### src/hw/rtl/mqd_pkg.sv
// types and codes shared by the mqtt receive deframer
// no dependencies

package mqd_pkg;

   typedef enum logic [1:0] {
      PH_FIRST,
      PH_LEN,
      PH_BODY
   } phase_type;

   typedef enum logic [0:0] {
      REQ_BYTE      = 1'b0,
      REQ_LINK_DOWN = 1'b1
   } req_kind_type;

   typedef enum logic [1:0] {
      KIND_HEADER  = 2'd0,
      KIND_TOPIC   = 2'd1,
      KIND_PAYLOAD = 2'd2,
      KIND_OTHER   = 2'd3
   } byte_kind_type;

   typedef enum logic [2:0] {
      EV_NONE        = 3'd0,
      EV_CONNECT_OK  = 3'd1,
      EV_CONNECT_REF = 3'd2,
      EV_SUBACK      = 3'd3,
      EV_PUB_DONE    = 3'd4,
      EV_PUB_DROP    = 3'd5,
      EV_BAD_LEN     = 3'd6
   } event_type;

   localparam logic [3:0] PKT_CONNACK = 4'd2;
   localparam logic [3:0] PKT_PUBLISH = 4'd3;
   localparam logic [3:0] PKT_SUBACK  = 4'd9;

   localparam logic [1:0] LEN_LAST_BYTE = 2'd3;
   localparam logic [1:0] POS_MAX       = 2'd3;
   localparam logic [1:0] ID_BYTES      = 2'd2;

   typedef struct packed {
      req_kind_type req_type;
      logic [7:0]   rx_byte;
   } req_payload_type;

   typedef struct packed {
      logic [7:0]    data_byte;
      byte_kind_type byte_kind;
      logic [3:0]    packet_type;
      logic [1:0]    qos_level;
      logic [15:0]   topic_length;
      event_type     event_res;
      logic          packet_last;
      logic          connected;
   } rsp_payload_type;

endpackage

### src/hw/rtl/mqd_stream_if.sv
// valid/ready channels of the mqtt receive deframer
// no dependencies

interface mqd_req_if;
   logic       valid;
   logic       ready;
   logic       req_type;
   logic [7:0] rx_byte;

   modport source (output valid, output req_type, output rx_byte, input ready);
   modport sink (input valid, input req_type, input rx_byte, output ready);
endinterface

interface mqd_rsp_if;
   logic        valid;
   logic        ready;
   logic [7:0]  data_byte;
   logic [1:0]  byte_kind;
   logic [3:0]  packet_type;
   logic [1:0]  qos_level;
   logic [15:0] topic_length;
   logic [2:0]  event_res;
   logic        packet_last;
   logic        connected;

   modport source (
      output valid, output data_byte, output byte_kind, output packet_type,
      output qos_level, output topic_length, output event_res,
      output packet_last, output connected, input ready
   );
   modport sink (
      input valid, input data_byte, input byte_kind, input packet_type,
      input qos_level, input topic_length, input event_res,
      input packet_last, input connected, output ready
   );
endinterface

### src/hw/rtl/mqd_stage_reg.sv
// one valid/ready register stage, used for the input and the result registers
// no dependencies

module mqd_stage_reg #(
   parameter int Width = 8
) (
   input  logic             clock,
   input  logic             reset,
   input  logic             in_valid,
   output logic             in_ready,
   input  logic [Width-1:0] in_data,
   output logic             out_valid,
   input  logic             out_ready,
   output logic [Width-1:0] out_data
);

   logic             valid_ff;
   logic             valid_in;
   logic [Width-1:0] data_ff;

   assign in_ready  = !valid_ff || out_ready;
   assign valid_in  = in_ready ? in_valid : valid_ff;
   assign out_valid = valid_ff;
   assign out_data  = data_ff;

   always_ff @(posedge clock) begin
      if (reset) begin
         valid_ff <= 1'b0;
      end else begin
         valid_ff <= valid_in;
      end
   end

   always_ff @(posedge clock) begin
      if (in_valid && in_ready) begin
         data_ff <= in_data;
      end
   end

endmodule

### src/hw/rtl/mqd_parser.sv
// framing state and byte classification of the mqtt receive deframer
// depends on mqd_pkg

module mqd_parser (
   input  logic                     clock,
   input  logic                     reset,
   input  logic                     step,
   input  mqd_pkg::req_payload_type req,
   output mqd_pkg::rsp_payload_type rsp
);

   mqd_pkg::phase_type phase_ff, phase_in;
   logic [3:0]  type_ff, type_in;
   logic [1:0]  qos_ff, qos_in;
   logic [27:0] accum_ff, accum_in;
   logic [1:0]  count_ff, count_in;
   logic [27:0] body_left_ff, body_left_in;
   logic [1:0]  pos_ff, pos_in;
   logic [15:0] topic_len_ff, topic_len_in;
   logic [15:0] topic_left_ff, topic_left_in;
   logic [1:0]  id_left_ff, id_left_in;
   logic        pub_valid_ff, pub_valid_in;
   logic        ack_ok_ff, ack_ok_in;
   logic        session_ff, session_in;

   logic [7:0]  b;
   logic [27:0] group;
   logic [1:0]  id_need;
   logic        finish;
   mqd_pkg::event_type     ev;
   mqd_pkg::byte_kind_type kind;
   logic        last;
   logic [7:0]  data;

   assign b = req.rx_byte;

   always_comb begin
      case (count_ff)
         2'd0:    group = {21'd0, b[6:0]};
         2'd1:    group = {14'd0, b[6:0], 7'd0};
         2'd2:    group = {7'd0, b[6:0], 14'd0};
         default: group = {b[6:0], 21'd0};
      endcase
   end

   assign id_need = (qos_in != 2'd0) ? mqd_pkg::ID_BYTES : 2'd0;

   // next state
   always_comb begin
      phase_in      = phase_ff;
      type_in       = type_ff;
      qos_in        = qos_ff;
      accum_in      = accum_ff;
      count_in      = count_ff;
      body_left_in  = body_left_ff;
      pos_in        = pos_ff;
      topic_len_in  = topic_len_ff;
      topic_left_in = topic_left_ff;
      id_left_in    = id_left_ff;
      pub_valid_in  = pub_valid_ff;
      ack_ok_in     = ack_ok_ff;
      finish        = 1'b0;
      if (req.req_type == mqd_pkg::REQ_BYTE) begin
         unique case (phase_ff)
            mqd_pkg::PH_FIRST: begin
               type_in       = b[7:4];
               qos_in        = b[2:1];
               accum_in      = '0;
               count_in      = '0;
               topic_len_in  = '0;
               topic_left_in = '0;
               id_left_in    = '0;
               pub_valid_in  = 1'b0;
               ack_ok_in     = 1'b0;
               pos_in        = '0;
               phase_in      = mqd_pkg::PH_LEN;
            end
            mqd_pkg::PH_LEN: begin
               accum_in = accum_ff | group;
               if (b[7]) begin
                  if (count_ff == mqd_pkg::LEN_LAST_BYTE) begin
                     phase_in = mqd_pkg::PH_FIRST;
                  end else begin
                     count_in = count_ff + 2'd1;
                  end
               end else begin
                  body_left_in = accum_in;
                  pos_in       = '0;
                  if (accum_in == 28'd0) begin
                     finish   = 1'b1;
                     phase_in = mqd_pkg::PH_FIRST;
                  end else begin
                     phase_in = mqd_pkg::PH_BODY;
                  end
               end
            end
            default: begin
               body_left_in = body_left_ff - 28'd1;
               if (type_ff == mqd_pkg::PKT_PUBLISH) begin
                  if (pos_ff == 2'd0) begin
                     topic_len_in = {b, 8'd0};
                  end else if (pos_ff == 2'd1) begin
                     topic_len_in  = topic_len_ff | {8'd0, b};
                     topic_left_in = topic_len_in;
                     id_left_in    = id_need;
                     // topic + id must fit in what is left after this byte
                     pub_valid_in  = (28'(topic_len_in) + 28'(id_need)) < body_left_ff;
                  end else if (pub_valid_ff) begin
                     if (topic_left_ff != 16'd0) begin
                        topic_left_in = topic_left_ff - 16'd1;
                     end else if (id_left_ff != 2'd0) begin
                        id_left_in = id_left_ff - 2'd1;
                     end
                  end
               end else if (type_ff == mqd_pkg::PKT_CONNACK && pos_ff == 2'd1) begin
                  ack_ok_in = (b == 8'd0);
               end
               if (pos_ff != mqd_pkg::POS_MAX) begin
                  pos_in = pos_ff + 2'd1;
               end
               if (body_left_ff == 28'd1) begin
                  finish   = 1'b1;
                  phase_in = mqd_pkg::PH_FIRST;
               end
            end
         endcase
      end
   end

   // result fields
   always_comb begin
      kind       = mqd_pkg::KIND_HEADER;
      ev         = mqd_pkg::EV_NONE;
      last       = 1'b0;
      data       = b;
      session_in = session_ff;
      if (req.req_type == mqd_pkg::REQ_LINK_DOWN) begin
         session_in = 1'b0;
         data       = 8'd0;
      end else begin
         if (phase_ff == mqd_pkg::PH_LEN && b[7] && count_ff == mqd_pkg::LEN_LAST_BYTE) begin
            ev   = mqd_pkg::EV_BAD_LEN;
            last = 1'b1;
         end
         if (phase_ff == mqd_pkg::PH_BODY) begin
            if (type_ff != mqd_pkg::PKT_PUBLISH) begin
               kind = mqd_pkg::KIND_OTHER;
            end else if (pos_ff >= 2'd2 && pub_valid_ff) begin
               if (topic_left_ff != 16'd0) begin
                  kind = mqd_pkg::KIND_TOPIC;
               end else if (id_left_ff == 2'd0) begin
                  kind = mqd_pkg::KIND_PAYLOAD;
               end
            end
         end
         if (finish) begin
            last = 1'b1;
            if (type_in == mqd_pkg::PKT_CONNACK) begin
               if (pos_in >= 2'd2 && ack_ok_in) begin
                  ev         = mqd_pkg::EV_CONNECT_OK;
                  session_in = 1'b1;
               end else begin
                  ev = mqd_pkg::EV_CONNECT_REF;
               end
            end else if (type_in == mqd_pkg::PKT_PUBLISH) begin
               ev = pub_valid_in ? mqd_pkg::EV_PUB_DONE : mqd_pkg::EV_PUB_DROP;
            end else if (type_in == mqd_pkg::PKT_SUBACK) begin
               ev = mqd_pkg::EV_SUBACK;
            end
         end
      end
   end

   assign rsp.data_byte    = data;
   assign rsp.byte_kind    = kind;
   assign rsp.packet_type  = type_in;
   assign rsp.qos_level    = qos_in;
   assign rsp.topic_length = topic_len_in;
   assign rsp.event_res    = ev;
   assign rsp.packet_last  = last;
   assign rsp.connected    = session_in;

   always_ff @(posedge clock) begin
      if (reset) begin
         phase_ff      <= mqd_pkg::PH_FIRST;
         type_ff       <= '0;
         qos_ff        <= '0;
         accum_ff      <= '0;
         count_ff      <= '0;
         body_left_ff  <= '0;
         pos_ff        <= '0;
         topic_len_ff  <= '0;
         topic_left_ff <= '0;
         id_left_ff    <= '0;
         pub_valid_ff  <= 1'b0;
         ack_ok_ff     <= 1'b0;
         session_ff    <= 1'b0;
      end else if (step) begin
         phase_ff      <= phase_in;
         type_ff       <= type_in;
         qos_ff        <= qos_in;
         accum_ff      <= accum_in;
         count_ff      <= count_in;
         body_left_ff  <= body_left_in;
         pos_ff        <= pos_in;
         topic_len_ff  <= topic_len_in;
         topic_left_ff <= topic_left_in;
         id_left_ff    <= id_left_in;
         pub_valid_ff  <= pub_valid_in;
         ack_ok_ff     <= ack_ok_in;
         session_ff    <= session_in;
      end
   end

   a_event_ends_packet: assert property (@(posedge clock) disable iff (reset)
      step && rsp.event_res != mqd_pkg::EV_NONE |-> rsp.packet_last)
      else $error("event reported without end of packet");

   a_last_resyncs: assert property (@(posedge clock) disable iff (reset)
      step && rsp.packet_last |=> phase_ff == mqd_pkg::PH_FIRST)
      else $error("parser not back at first byte after end of packet");

   a_body_nonempty: assert property (@(posedge clock) disable iff (reset)
      phase_ff == mqd_pkg::PH_BODY |-> body_left_ff != 28'd0)
      else $error("body phase with no bytes left");

   a_link_down_clears: assert property (@(posedge clock) disable iff (reset)
      step && req.req_type == mqd_pkg::REQ_LINK_DOWN
      |-> !rsp.connected && !rsp.packet_last ##1 (!session_ff && $stable(phase_ff)))
      else $error("link down did not clear connected or moved the parser");

endmodule

### src/hw/rtl/mqtt_packet_deframer.sv
// Receive deframer for MQTT 3.1.1: takes one byte (or a link-down marker) per
// transfer and returns one classified result per transfer. The block sustains
// one transfer per clock while the result side is ready; a request is held in
// the input register, the framing logic between the two registers computes its
// result, and that result is registered in the output register before it is
// presented. Both sides are registered, so a stalled result side holds at most
// two items before request ready drops.
// depends on mqd_pkg, mqd_stream_if, mqd_stage_reg, mqd_parser

module mqtt_packet_deframer (
   input logic       clock,
   input logic       reset,
   mqd_req_if.sink   req_chan,
   mqd_rsp_if.source rsp_chan
);

   localparam int ReqWidth = $bits(mqd_pkg::req_payload_type);
   localparam int RspWidth = $bits(mqd_pkg::rsp_payload_type);

   logic [ReqWidth-1:0] req_data;
   logic [ReqWidth-1:0] held_data;
   logic                held_valid;
   logic                rsp_in_ready;
   logic                step;
   logic [RspWidth-1:0] rsp_out_data;

   mqd_pkg::req_payload_type held_req;
   mqd_pkg::rsp_payload_type parse_rsp;
   mqd_pkg::rsp_payload_type rsp_out;

   assign req_data = {req_chan.req_type, req_chan.rx_byte};

   mqd_stage_reg #(.Width(ReqWidth)) u_in_reg (
      .clock     (clock),
      .reset     (reset),
      .in_valid  (req_chan.valid),
      .in_ready  (req_chan.ready),
      .in_data   (req_data),
      .out_valid (held_valid),
      .out_ready (rsp_in_ready),
      .out_data  (held_data)
   );

   assign held_req = mqd_pkg::req_payload_type'(held_data);
   assign step     = held_valid && rsp_in_ready;

   mqd_parser u_parser (
      .clock (clock),
      .reset (reset),
      .step  (step),
      .req   (held_req),
      .rsp   (parse_rsp)
   );

   mqd_stage_reg #(.Width(RspWidth)) u_out_reg (
      .clock     (clock),
      .reset     (reset),
      .in_valid  (held_valid),
      .in_ready  (rsp_in_ready),
      .in_data   (parse_rsp),
      .out_valid (rsp_chan.valid),
      .out_ready (rsp_chan.ready),
      .out_data  (rsp_out_data)
   );

   assign rsp_out = mqd_pkg::rsp_payload_type'(rsp_out_data);

   assign rsp_chan.data_byte    = rsp_out.data_byte;
   assign rsp_chan.byte_kind    = rsp_out.byte_kind;
   assign rsp_chan.packet_type  = rsp_out.packet_type;
   assign rsp_chan.qos_level    = rsp_out.qos_level;
   assign rsp_chan.topic_length = rsp_out.topic_length;
   assign rsp_chan.event_res    = rsp_out.event_res;
   assign rsp_chan.packet_last  = rsp_out.packet_last;
   assign rsp_chan.connected    = rsp_out.connected;

endmodule
### src/flat_wrapper.sv
// flat-port wrapper written by rule: the top's interface ports become plain ports
module mqtt_packet_deframer_flat 
  (clock, reset, req_chan_valid, req_chan_req_type, req_chan_rx_byte, req_chan_ready, rsp_chan_valid, rsp_chan_data_byte, rsp_chan_byte_kind, rsp_chan_packet_type, rsp_chan_qos_level, rsp_chan_topic_length, rsp_chan_event_res, rsp_chan_packet_last, rsp_chan_connected, rsp_chan_ready);
  mqd_req_if req_chan_i ();
  mqd_rsp_if rsp_chan_i ();
  input logic clock;
  input logic reset;
  input wire logic [$bits(req_chan_i.valid)-1:0] req_chan_valid;
  input wire logic [$bits(req_chan_i.req_type)-1:0] req_chan_req_type;
  input wire logic [$bits(req_chan_i.rx_byte)-1:0] req_chan_rx_byte;
  output wire logic [$bits(req_chan_i.ready)-1:0] req_chan_ready;
  output wire logic [$bits(rsp_chan_i.valid)-1:0] rsp_chan_valid;
  output wire logic [$bits(rsp_chan_i.data_byte)-1:0] rsp_chan_data_byte;
  output wire logic [$bits(rsp_chan_i.byte_kind)-1:0] rsp_chan_byte_kind;
  output wire logic [$bits(rsp_chan_i.packet_type)-1:0] rsp_chan_packet_type;
  output wire logic [$bits(rsp_chan_i.qos_level)-1:0] rsp_chan_qos_level;
  output wire logic [$bits(rsp_chan_i.topic_length)-1:0] rsp_chan_topic_length;
  output wire logic [$bits(rsp_chan_i.event_res)-1:0] rsp_chan_event_res;
  output wire logic [$bits(rsp_chan_i.packet_last)-1:0] rsp_chan_packet_last;
  output wire logic [$bits(rsp_chan_i.connected)-1:0] rsp_chan_connected;
  input wire logic [$bits(rsp_chan_i.ready)-1:0] rsp_chan_ready;
  assign req_chan_i.valid = req_chan_valid;
  assign req_chan_i.req_type = req_chan_req_type;
  assign req_chan_i.rx_byte = req_chan_rx_byte;
  assign req_chan_ready = req_chan_i.ready;
  assign rsp_chan_valid = rsp_chan_i.valid;
  assign rsp_chan_data_byte = rsp_chan_i.data_byte;
  assign rsp_chan_byte_kind = rsp_chan_i.byte_kind;
  assign rsp_chan_packet_type = rsp_chan_i.packet_type;
  assign rsp_chan_qos_level = rsp_chan_i.qos_level;
  assign rsp_chan_topic_length = rsp_chan_i.topic_length;
  assign rsp_chan_event_res = rsp_chan_i.event_res;
  assign rsp_chan_packet_last = rsp_chan_i.packet_last;
  assign rsp_chan_connected = rsp_chan_i.connected;
  assign rsp_chan_i.ready = rsp_chan_ready;
  mqtt_packet_deframer u_core (.clock(clock), .reset(reset), .req_chan(req_chan_i), .rsp_chan(rsp_chan_i));
endmodule
### config.mk
export PLATFORM = sky130hd
export DESIGN_NAME = mqtt_packet_deframer_flat
export DESIGN_NICKNAME = d
export VERILOG_FILES = /design/src/hw/rtl/mqd_pkg.sv /design/src/hw/rtl/mqd_stream_if.sv /design/src/hw/rtl/mqd_stage_reg.sv /design/src/hw/rtl/mqd_parser.sv /design/src/hw/rtl/mqtt_packet_deframer.sv /design/src/flat_wrapper.sv
export SDC_FILE = /design/constraint.sdc
export NUM_CORES = 1
export LEC_CHECK = 0
export ABC_CLOCK_PERIOD_IN_PS = 11680
export BUFFER_PORTS_ARGS = -buffer_cell sky130_fd_sc_hd__clkbuf_2
export CORE_ASPECT_RATIO = 0.9
export CORE_MARGIN = 1
export CORE_UTILIZATION = 48
export DETAILED_ROUTE_END_ITERATION = 8
export PLACE_DENSITY_LB_ADDON = 0.05
export SLEW_MARGIN = 25
export SYNTH_ARGS = -nofsm -noshare
export SYNTH_HDL_FRONTEND = slang
export SYNTH_SLANG_ARGS = --single-unit
### constraint.sdc
create_clock -name clock -period 11.68 [get_ports clock]
set_input_delay 1.752 -clock clock [delete_from_list [all_inputs] [get_ports clock]]
set_output_delay 1.752 -clock clock [all_outputs]
set_load 0.01 [all_outputs]
### Word-level counts from Yosys, hierarchy flattened

Index checks and enable logic that the tools add are counted.

* bits in registers: 153
* output and inout bits: 39
* word-level logic and storage cells: 157

* $add $sub $neg: 6
* order comparisons: 3
* equality and inequality tests: 20
* mux-type cells: 70
* bitwise gates (word level): 6
* reduce and logical (&&, ||, !) cells: 33

Operator list (number)
* 16-bit two-way mux: 9
* 28-bit one-hot mux with 2 select lines: 2
* 28-bit one-hot mux with 3 select lines: 1
* 16-bit one-hot mux with 2 select lines: 2
* 2-bit two-way mux: 23
* 28-bit by 1-bit == test with 1-bit output (second input constant): 1
* 28-bit zero test: 1
* 17-bit by 28-bit less-than comparator with 1-bit output: 1
* 28-bit two-way mux: 1
* 28-bit bitwise OR: 1
* 28-bit by 1-bit subtractor with 28-bit output (second input constant): 1
* 1-bit two-way mux: 18
* 16-bit by 2-bit adder with 17-bit output: 1
* 4-bit by 2-bit == test with 1-bit output (second input constant): 4
* 16-bit by 8-bit bitwise OR with 16-bit output: 1
* 2-bit one-hot mux with 2 select lines: 4
* 16-bit nonzero test: 1
* 16-bit by 1-bit subtractor with 16-bit output (second input constant): 1
* 3-bit two-way mux: 5
* 3-bit nonzero test: 4
* 2-bit zero test: 4
* 8-bit zero test: 1
* 4-bit two-way mux: 2
* 4-bit AND reduction: 2
* other kinds (22): 47

### Logic depth before layout (Yosys ltp)

Gate-level depths: netlist of run 1.

* depth after elaboration: 16
* depth in mapped cells: 17

### Hierarchy

From an unflattened synthesis of run 1, not the netlist that was laid out.

* cells, all modules: 1006
* area, all modules: 8329.2 um2

Modules (own cells, without submodules)
* mqd_parser: instances 1, cells an instance 949, area each 6831.6 um2, sequential area each 2102.0 um2
* mqd_stage_reg (u_core.u_out_reg): instances 1, cells an instance 42, area each 1166.1 um2, sequential area each 1131.1 um2
* mqd_stage_reg (u_core.u_in_reg): instances 1, cells an instance 14, area each 325.3 um2, sequential area each 290.3 um2
* mqtt_packet_deframer: instances 1, cells an instance 1, area each 6.3 um2, sequential area each 0.0 um2

### Worst setup path before layout of run 1

Ideal clock, no wire load.

* path type: register -> register
* from: register u_core.u_in_reg.data_ff[8] (netlist: u_core.u_in_reg.out_data[8])
* to: register u_core.u_out_reg.data_ff[2] (netlist: u_core.u_out_reg.out_data[2]) (data pin)
* data arrival time: 3.876 ns
* data required time: 11.506 ns
* slack: 7.630 ns
* stages on the path, launching flop included: 18
* clock period less this slack: 4.050 ns
* cell sequence: edfxtp_1 or3_1 clkbuf_1 clkbuf_1 a21oi_1 ha_1 ha_1 nand2_1 nor4_1 nand4_1 xnor2_1 ha_1 nand2_1 o21ai_0 a2111oi_0 a2111oi_0 o211ai_1 a311oi_1

* word-level cells in the longest chain between the ends: 14
* elaborated cells on any way between the ends: 25

Ends and longest elaborated chain
* start: declaration: line mqd_stage_reg.sv:19 `logic [Width-1:0] data_ff;`
* start signal: assignment: line mqd_stage_reg.sv:36 `data_ff <= in_data;`
* 2-bit two-way mux: line mqd_parser.sv:63 `if (req.req_type == mqd_pkg::REQ_BYTE) begin`
* 2-bit nonzero test: line mqd_parser.sv:46 `assign id_need = (qos_in != 2'd0) ? mqd_pkg::ID_BYTES : 2'd0;`
* 2-bit two-way mux: line mqd_parser.sv:46
* 16-bit by 2-bit adder with 17-bit output: line mqd_parser.sv:107 `pub_valid_in = (28'(topic_len_in) + 28'(id_need)) < body_left_ff;`
* 17-bit by 28-bit less-than comparator with 1-bit output: line mqd_parser.sv:107
* 1-bit two-way mux: line mqd_parser.sv:102 `end else if (pos_ff == 2'd1) begin`
* 1-bit two-way mux: line mqd_parser.sv:100 `if (pos_ff == 2'd0) begin`
* 1-bit two-way mux: line mqd_parser.sv:99 `if (type_ff == mqd_pkg::PKT_PUBLISH) begin`
* 1-bit one-hot mux with 2 select lines: line mqd_parser.sv:64 `unique case (phase_ff)`
* 1-bit two-way mux: line mqd_parser.sv:63
* 1-bit two-way mux: line mqd_parser.sv:166 `ev = pub_valid_in ? mqd_pkg::EV_PUB_DONE : mqd_pkg::EV_PUB_DROP;`
* 3-bit two-way mux: line mqd_parser.sv:165 `end else if (type_in == mqd_pkg::PKT_PUBLISH) begin`
* 3-bit two-way mux: line mqd_parser.sv:158 `if (type_in == mqd_pkg::PKT_CONNACK) begin`
* 3-bit two-way mux: line mqd_parser.sv:156 `if (finish) begin`
* end signal: assignment: line mqd_stage_reg.sv:36
* end: declaration: line mqd_stage_reg.sv:19

Parallel ways exist; a longest one is shown, timed or not.
A chain may end at the register's enable or synchronous reset.

### Final worst setup path of run 1

* from: register u_core.u_parser.phase_ff[1]
* to: register u_core.u_out_reg.data_ff[2] (netlist: u_core.u_out_reg.out_data[2]) (data pin)

* word-level cells in the longest chain between the ends: 16
* elaborated cells on any way between the ends: 32

Ends and longest elaborated chain
* start: declaration: line mqd_parser.sv:12 `mqd_pkg::phase_type phase_ff, phase_in;`
* start signal: assignment: line mqd_parser.sv:185 `phase_ff <= mqd_pkg::PH_FIRST;`
* start signal: assignment: line mqd_parser.sv:199 `phase_ff <= phase_in;`
* 2-bit zero test: line mqd_parser.sv:64
* 2-bit two-way mux: line mqd_parser.sv:64
* 2-bit two-way mux: line mqd_parser.sv:63
* 2-bit nonzero test: line mqd_parser.sv:46
* 2-bit two-way mux: line mqd_parser.sv:46
* 16-bit by 2-bit adder with 17-bit output: line mqd_parser.sv:107
* 17-bit by 28-bit less-than comparator with 1-bit output: line mqd_parser.sv:107
* 1-bit two-way mux: line mqd_parser.sv:102
* 1-bit two-way mux: line mqd_parser.sv:100
* 1-bit two-way mux: line mqd_parser.sv:99
* 1-bit one-hot mux with 2 select lines: line mqd_parser.sv:64
* 1-bit two-way mux: line mqd_parser.sv:63
* 1-bit two-way mux: line mqd_parser.sv:166
* 3-bit two-way mux: line mqd_parser.sv:165
* 3-bit two-way mux: line mqd_parser.sv:158
* 3-bit two-way mux (*): line mqd_parser.sv:156

Every way passes the cells marked *; elsewhere a longest branch is shown, timed or not.

==> out/results.tsv, run 1 <==
stage	metric	value	unit
outcome	outcome	completed	
finish	drive_above_1_share	0.1265	
finish	final_util	0.5574	
logic_synthesis	synth_seq_cells	153	
detailed_routing	drt-initial-drc-count	651	
setup_path	critical_path_arrival	5360	ps
clock_network	cts_buffers	17	
clock_network	postCtsSetupBuffers	0	
clock_network	insertion_delay	430	ps
global_routing	grt_overflow_total	0	
setup_path	critical-path-slowest-cell	dfxtp_1	
sta	fin_crit_sh	0.4372	
finish	final_area	9144	um2
setup_path	critical_path_class	flop to flop	
clock_network	cts_hold_buf	0	
clock_network	root_buffer	clkbuf_16	
setup_path	cpMostUsedCell	ha_1	
setup_path	slowest_delay	830	ps
global_routing	grt_usage	0.2765	
sta	fin_skew	12.47	ps
floorplanning	initial_utilization	0.4994	
placed_design	port-buffer-count	51	
logic_synthesis	synth_fp_nets	1029	
detailed_routing	drt-vias-per-instance	5.994	
hold_path	min_path_cells	2	
sta	report.final.slew_viol_count	0	
logic_synthesis	synth_top_area_frac	0.2615	
global_routing	grt_pass1_wl	37750	um
setup_path	timing.rr.start	u_core.u_parser.phase_ff[1]$_SDFFE_PP0P_	
setup_path	worstReg2RegEnd	u_core.u_out_reg.out_data[2]$_SDFFCE_PP0P_	
detailed_routing	antenna_left	0	
clock_network	htree_levels	4	
logic_synthesis	yosysWarnings	0	
clock_network	cts_resized	0	
floorplanning	io-pin-count	52	
detailed_routing	drc	0	
logic_synthesis	syn_inst	989	
logic_synthesis	yosys.cell_types.count	74	
sta	tns	0	ps
hold_path	min_to	u_core.u_parser.id_left_ff[1]$_SDFFE_PP0P_	
logic_synthesis	synth.area.top_cells	dfxtp_1, edfxtp_1, a21oi_1	
setup_path	crit_fanout	23	
logic_synthesis	synthFlopType	dfxtp_1	
clock_network	clkSlewWorstSetupHoldPaths	70	ps
sta	slew-limit-headroom	0.3362	
logic_synthesis	synth_common_cells	a21oi_1, nor2_1, dfxtp_1, nand2_1, clkbuf_1	
placed_design	place_area	8551	um2
clock_network	cts_num_sinks	153	
logic_synthesis	async_flop_share	0	
global_routing	grt_start_max_net_pins	63	
sta	hold_slack	454.2	ps
finish	nets	1047	
setup_path	critPathTopFamily	compound AO/OA/AOI/OAI gates	
power_and_ir_drop	p_leak	3.412	nW
floorplanning	core-area	16410	um2
sta	rsz0062_at_grt	false	
logic_synthesis	yosysMostFrequentCell	a21oi_1	
sta	setup_viol	0	
detailed_routing	drtPass1Iterations	5	
floorplanning	rows	44	
run	maxCapViolCount	0	
setup_path	critPathCaptureType	flop	
global_routing	antenna_found_initial	0	
placed_design	gp_congestion	0.8949	
logic_synthesis	avgSynthCellArea	8.284	um2
logic_synthesis	synth_edf_count	46	
sta	max_slew.worst_pin.slew	995.7	ps
power_and_ir_drop	p_per_area	136.7	nW/um2
floorplanning	die_h	125.9	um
setup_path	crit_chain	or3_1, nor3_1, a21oi_1, ha_1, ha_1, nand2_1, nor4_1, nand4_1, xnor2_1, ha_1, nand2_1, o21ai_0, a2111oi_0, a2111oi_0, o211ai_1, a311oi_1	
logic_synthesis	ys_seq_area_frac	0.4301	
hold_path	hold_path.class	flop to flop	
detailed_routing	vias	7355	
power_and_ir_drop	peakVddDrop	103.9	uV
finish	fill_cells	1564	
placed_design	hpwl	15820	um
clock_network	tritoncts	yes	
clock_network	cts.path.max_buffers	2	
floorplanning	die_w	139.7	um
global_routing	grt_pass1_vias	6888	
sta	fmax	195.8	MHz
setup_path	crit_path_start_kind	flop	
detailed_routing	wl_per_cell	19.12	um
hold_path	hold_start	u_core.u_parser.id_left_ff[1]$_SDFFE_PP0P_	
logic_synthesis	syn-cell-area	8193	um2
finish	diodes	0	
setup_path	ff2ff_path_depth	16	
sta	post-route-min-period	5107	ps
setup_path	cp.required	11930	ps
logic_synthesis	yosysTopAreaCell	dfxtp_1	
setup_path	crit_buf_inv	0	
power_and_ir_drop	p_total	1.250	mW
floorplanning	dieArea	17600	um2
detailed_routing	wl	23470	um
sta	hold_viol_final	0	
finish	area_growth_syn_to_layout	11.61	%
setup_path	r2r_slack	6570	ps
[worst reg2reg max path: cells and delay by family, from the launching register on]
family	cells	cell delay, ps
AND/OR/NAND/NOR	6	1470
adder cells (fa/ha/maj)	3	730
XOR/XNOR	1	160
AO/OA/AOI/OAI	6	1720
flip-flops	1	830
[where the power goes]
part | internal [mW] | switching (mW)
Sequential | 0.559 | 0.00906
Combinational | 0.0402 | 0.0828
Clock | 0.309 | 0.250
[stage by stage]
stage,std cells,worst slack (ps)
global route,1227,6218
CTS,1227,6598
global placement,1195,6736
detailed placement,1195,6639
floorplan,989,7630
finish,1227,6573
[sequential cells by signal (all words and copies together) (netlist names), 2 cells and up]
name,cells
u_core.u_out_reg.out_data,37
u_core.u_parser.accum_ff,28
u_core.u_parser.body_left_ff,28
u_core.u_parser.topic_left_ff,16
u_core.u_parser.topic_len_ff,16
u_core.u_in_reg.out_data,9
u_core.u_parser.type_ff,4
u_core.u_parser.count_ff,2
u_core.u_parser.id_left_ff,2
u_core.u_parser.phase_ff,2
u_core.u_parser.pos_ff,2
u_core.u_parser.qos_ff,2
[final cells by class]
type | instances | area, um2 | area share
clock buffer | 18 | 439.2 | 0.04803
tap | 207 | 259.0 | 0.02833
clock inverter | 14 | 152.6 | 0.01669
timing repair buffer | 70 | 397.9 | 0.04351
inverter | 35 | 131.4 | 0.01437
sequential | 153 | 3523 | 0.3853
multi-input combinational | 730 | 4240 | 0.4637
[worst max-delay path by stage]
stage	slack [ps]	end	cells after the start	from
detailed placement	6640	u_core.u_out_reg.out_data[2]$_SDFFCE_PP0P_	16	u_core.u_parser.phase_ff[1]$_SDFFE_PP0P_
floorplan	7630	u_core.u_out_reg.out_data[2]$_SDFFCE_PP0P_	17	u_core.u_in_reg.out_data[8]$_DFFE_PP_
global route	6220	u_core.u_out_reg.out_data[2]$_SDFFCE_PP0P_	16	u_core.u_parser.phase_ff[1]$_SDFFE_PP0P_
global placement	6740	u_core.u_out_reg.out_data[2]$_SDFFCE_PP0P_	16	u_core.u_parser.phase_ff[1]$_SDFFE_PP0P_
finish	6570	u_core.u_out_reg.out_data[2]$_SDFFCE_PP0P_	16	u_core.u_parser.phase_ff[1]$_SDFFE_PP0P_
CTS	6600	u_core.u_out_reg.out_data[2]$_SDFFCE_PP0P_	16	u_core.u_parser.phase_ff[1]$_SDFFE_PP0P_
[kinds of logic after synthesis]
family | Yosys count | share of synthesized area
AO/OA/AOI/OAI | 296 | 0.2222
buffers and inverters | 106 | 0.05360
multiplexers | 7 | 0.008705
AND/OR/NAND/NOR | 383 | 0.2260
adder cells (fa/ha/maj) | 27 | 0.04123
flip-flops | 153 | 0.4301
XOR/XNOR | 17 | 0.01817
[cells in the final DEF (no fill, tap or decap), drive strengths merged, types with 19 or more instances in the layout]
cell	count
a21oi	136
nor2	112
nand2	107
dfxtp	107
clkbuf	69
o21ai	54
edfxtp	46
inv	43
nor3	42
ha	27
buf	19
[layer usage]
layer,GRT usage,part of all wire,vias to the layer above
met5,0,0,-
met4,0.1047,0.027,0
met3,0.05209,0.051,39
met2,0.4379,0.46,236
met1,0.3749,0.47,3450
li1,-,-,3630
No activity file was read; power rests on OpenSTA's default activity.
==> run 2: changes to the inputs <==
Settings changed: ABC_CLOCK_PERIOD_IN_PS 11680 to 4900.
Clock period 11.68 ns to 4.9 ns, I/O delays scaled along.
==> run 2 against run 1 <==
Combinational power is 140% higher. Critical path depth unchanged. Sequential power increased by 140%. Largest cell class unchanged. Die area stayed put. Critical endpoint unchanged. Clock power rose by 140%. Hold slack improved by 7.3 ps. Maximum frequency increased by 17%. Wire length up 4.7%. Highest routed layer unchanged.
==> out/results.tsv, run 2 (same netlist as run 1, synthesis figures left out) <==
stage	metric	value	unit	change
detailed_routing	drt-initial-drc-count	625		was 651
sta	report.final.slew_viol_count	0		unchanged
power_and_ir_drop	p_per_area	324.4	nW/um2	was 136.7 nW/um2
finish	diodes	0		unchanged
sta	rsz0062_at_grt	false		unchanged
outcome	outcome	completed		unchanged
clock_network	root_buffer	clkbuf_16		unchanged
clock_network	cts.path.max_buffers	2		unchanged
finish	largest_reg_flops	37		unchanged
floorplanning	initial_utilization	0.4994		unchanged
detailed_routing	wl	24580	um	was 23,470 um
placed_design	pre_cts_slack	661.9	ps	was 6639 ps
sta	slew-limit-headroom	0.3994		was 0.3362
floorplanning	die_w	139.7	um	unchanged
sta	tns	0	ps	unchanged
floorplanning	rows	44		unchanged
sta	max_slew.worst_pin.slew	898.7	ps	was 995.7 ps
detailed_routing	drt-vias-per-instance	6.139		was 5.994
placed_design	gp_congestion	0.8829		was 0.8949
finish	final_area	9176	um2	was 9144 um2
placed_design	hpwl	16540	um	was 15,820 um
floorplanning	core-area	16410	um2	unchanged
setup_path	timing.rr.start	u_core.u_parser.phase_ff[0]$_SDFFE_PP0P_		was u_core.u_parser.phase_ff[1]$_SDFFE_PP0P_
sta	fin_skew	9.027	ps	was 12.47 ps
placed_design	port-buffer-count	51		unchanged
power_and_ir_drop	p_total	2.976	mW	was 1.250 mW
hold_path	min_path_cells	2		unchanged
setup_path	worstReg2RegEnd	u_core.u_out_reg.out_data[2]$_SDFFCE_PP0P_		unchanged
finish	final_common_cell	a21oi_1		unchanged
finish	drive_above_1_share	0.1306		was 0.1265
detailed_routing	drc	0		unchanged
clock_network	cts_buffers	17		unchanged
global_routing	grt_overflow_total	0		unchanged
global_routing	grt_start_max_net_pins	73		was 63
global_routing	antenna_found_initial	0		unchanged
detailed_routing	drtPass1Iterations	6		was 5
placed_design	dp_cells	1201		was 1,195
sta	fin_crit_sh	0.8886		was 0.4372
detailed_routing	wl_per_cell	19.93	um	was 19.12 um
clock_network	cts_hold_buf	0		unchanged
finish	layout_common_cells	a21oi_1, nor2_1, nand2_1, dfxtp_1, o21ai_0		unchanged
setup_path	critPathCaptureType	flop		unchanged
floorplanning	dieArea	17600	um2	unchanged
sta	setup_viol	0		unchanged
clock_network	cts_num_sinks	153		unchanged
run	maxCapViolCount	0		unchanged
power_and_ir_drop	peakVddDrop	232.7	uV	was 103.9 uV
sta	hold_viol_final	0		unchanged
clock_network	clkSlewWorstSetupHoldPaths	70	ps	about the same
finish	nets	1053		was 1,047
floorplanning	io-pin-count	52		unchanged
finish	regArea	3523	um2	unchanged
clock_network	cts_resized	0		unchanged
sta	post-route-min-period	4354	ps	was 5107 ps
detailed_routing	antenna_left	0		unchanged
floorplanning	die_h	125.9	um	unchanged
power_and_ir_drop	p_leak	3.429	nW	was 3.412 nW
setup_path	ff2ff_path_depth	16		unchanged
clock_network	postCtsSetupBuffers	0		unchanged
clock_network	htree_levels	4		unchanged
setup_path	crit_end	u_core.u_out_reg.out_data[2]$_SDFFCE_PP0P_		unchanged
placed_design	place_area	8589	um2	was 8551 um2
setup_path	r2r_slack	550	ps	was 6570 ps
clock_network	insertion_delay	430	ps	about the same
finish	fill_cells	1548		was 1,564
hold_path	hold_path.class	flop to flop		unchanged
detailed_routing	vias	7569		was 7,355
setup_path	crit_fanout	13		was 23
setup_path	crit_start	u_core.u_parser.phase_ff[0]$_SDFFE_PP0P_		was u_core.u_parser.phase_ff[1]$_SDFFE_PP0P_
sta	fmax	229.7	MHz	was 195.8 MHz
global_routing	grt_pass1_vias	6749		was 6,888
global_routing	grt_pass1_wl	38350	um	was 37,750 um
setup_path	critical_path_class	flop to flop		unchanged
setup_path	crit_path_start_kind	flop		unchanged
sta	layout_setup_ws	545.7	ps	was 6573 ps
setup_path	critical_path_arrival	4610	ps	was 5360 ps
finish	multi_input_area	4237	um2	was 4240 um2
setup_path	cp.required	5160	ps	was 11,930 ps
finish	stdcell_count	1233		was 1,227
global_routing	grt_usage	0.2835		was 0.2765
clock_network	tritoncts	yes		unchanged
finish	area_growth_syn_to_layout	12.00	%	was 11.61%
-- run 2: cell types whose count changed in the layout (fill, tap and decap cells not counted), sizes merged --
cell	before	now
buf	19	25
clkinv	5	3
clkinvlp	0	2
clkbuf	69	68
inv	43	44
-- run 2: metal layers --
metal	GRT usage	vias up	routed length, um
met1	0.3879	3608	11260
met5	0	-	0
li1	-	3640	-
met4	0.08662	0	452
met2	0.4556	287	11500
met3	0.05171	34	1365
-- run 2: cell type report --
| class | instances | share of cell area |
|---|---|---|
| Tap cell | 207 | 0.02822 |
| Timing Repair Buffer | 76 | 0.04827 |
| Inverter | 35 | 0.01432 |
| Clock buffer | 17 | 0.04636 |
| Sequential cell | 153 | 0.3840 |
| Multi-Input combinational cell | 730 | 0.4617 |
| Clock inverter | 15 | 0.01718 |
-- run 2: stage by stage --
stage                     hold slack [ps]  utilization
after global routing                457.6       0.5593
after floorplan                     431.9            -
after global placement              443.5       0.5236
after detailed placement            451.5       0.5236
final                               461.5       0.5593
after CTS                           459.6       0.5591
-- run 2: critical path, stage by stage, from the launching register on --
cell and delay, ps:
dfxtp_1 430, or3_1 450, a21oi_1 210, ha_1 200, ha_1 180, nand2_1 100, nor4_1 210, buf_4 190
nand4_1 110, xnor2_1 160, ha_1 320, nand2_1 50, o21ai_0 230, a41oi_1 90, a2111oi_0 770, o211ai_1 200
a311oi_1 270
-- run 2: worst min-delay path by stage --
| stage | from | end |
|---|---|---|
| after global placement | u_core.u_parser.id_left_ff[1]$_SDFFE_PP0P_ | u_core.u_parser.id_left_ff[1]$_SDFFE_PP0P_ |
| after global routing | req_chan_rx_byte[3] | u_core.u_in_reg.out_data[3]$_DFFE_PP_ |
| after detailed placement | u_core.u_parser.id_left_ff[1]$_SDFFE_PP0P_ | u_core.u_parser.id_left_ff[1]$_SDFFE_PP0P_ |
| final | u_core.u_parser.id_left_ff[1]$_SDFFE_PP0P_ | u_core.u_parser.id_left_ff[1]$_SDFFE_PP0P_ |
| after floorplan | u_core.u_parser.id_left_ff[1]$_SDFFE_PP0P_ | u_core.u_parser.id_left_ff[1]$_SDFFE_PP0P_ |
| after CTS | u_core.u_parser.id_left_ff[1]$_SDFFE_PP0P_ | u_core.u_parser.id_left_ff[1]$_SDFFE_PP0P_ |
-- run 2: power by group --
| group | internal [mW] | total [mW] | switching [mW] |
|---|---|---|---|
| combinational | 0.0972 | 0.297 | 0.200 |
| clock | 0.721 | 1.33 | 0.605 |
| sequential | 1.33 | 1.35 | 0.0212 |
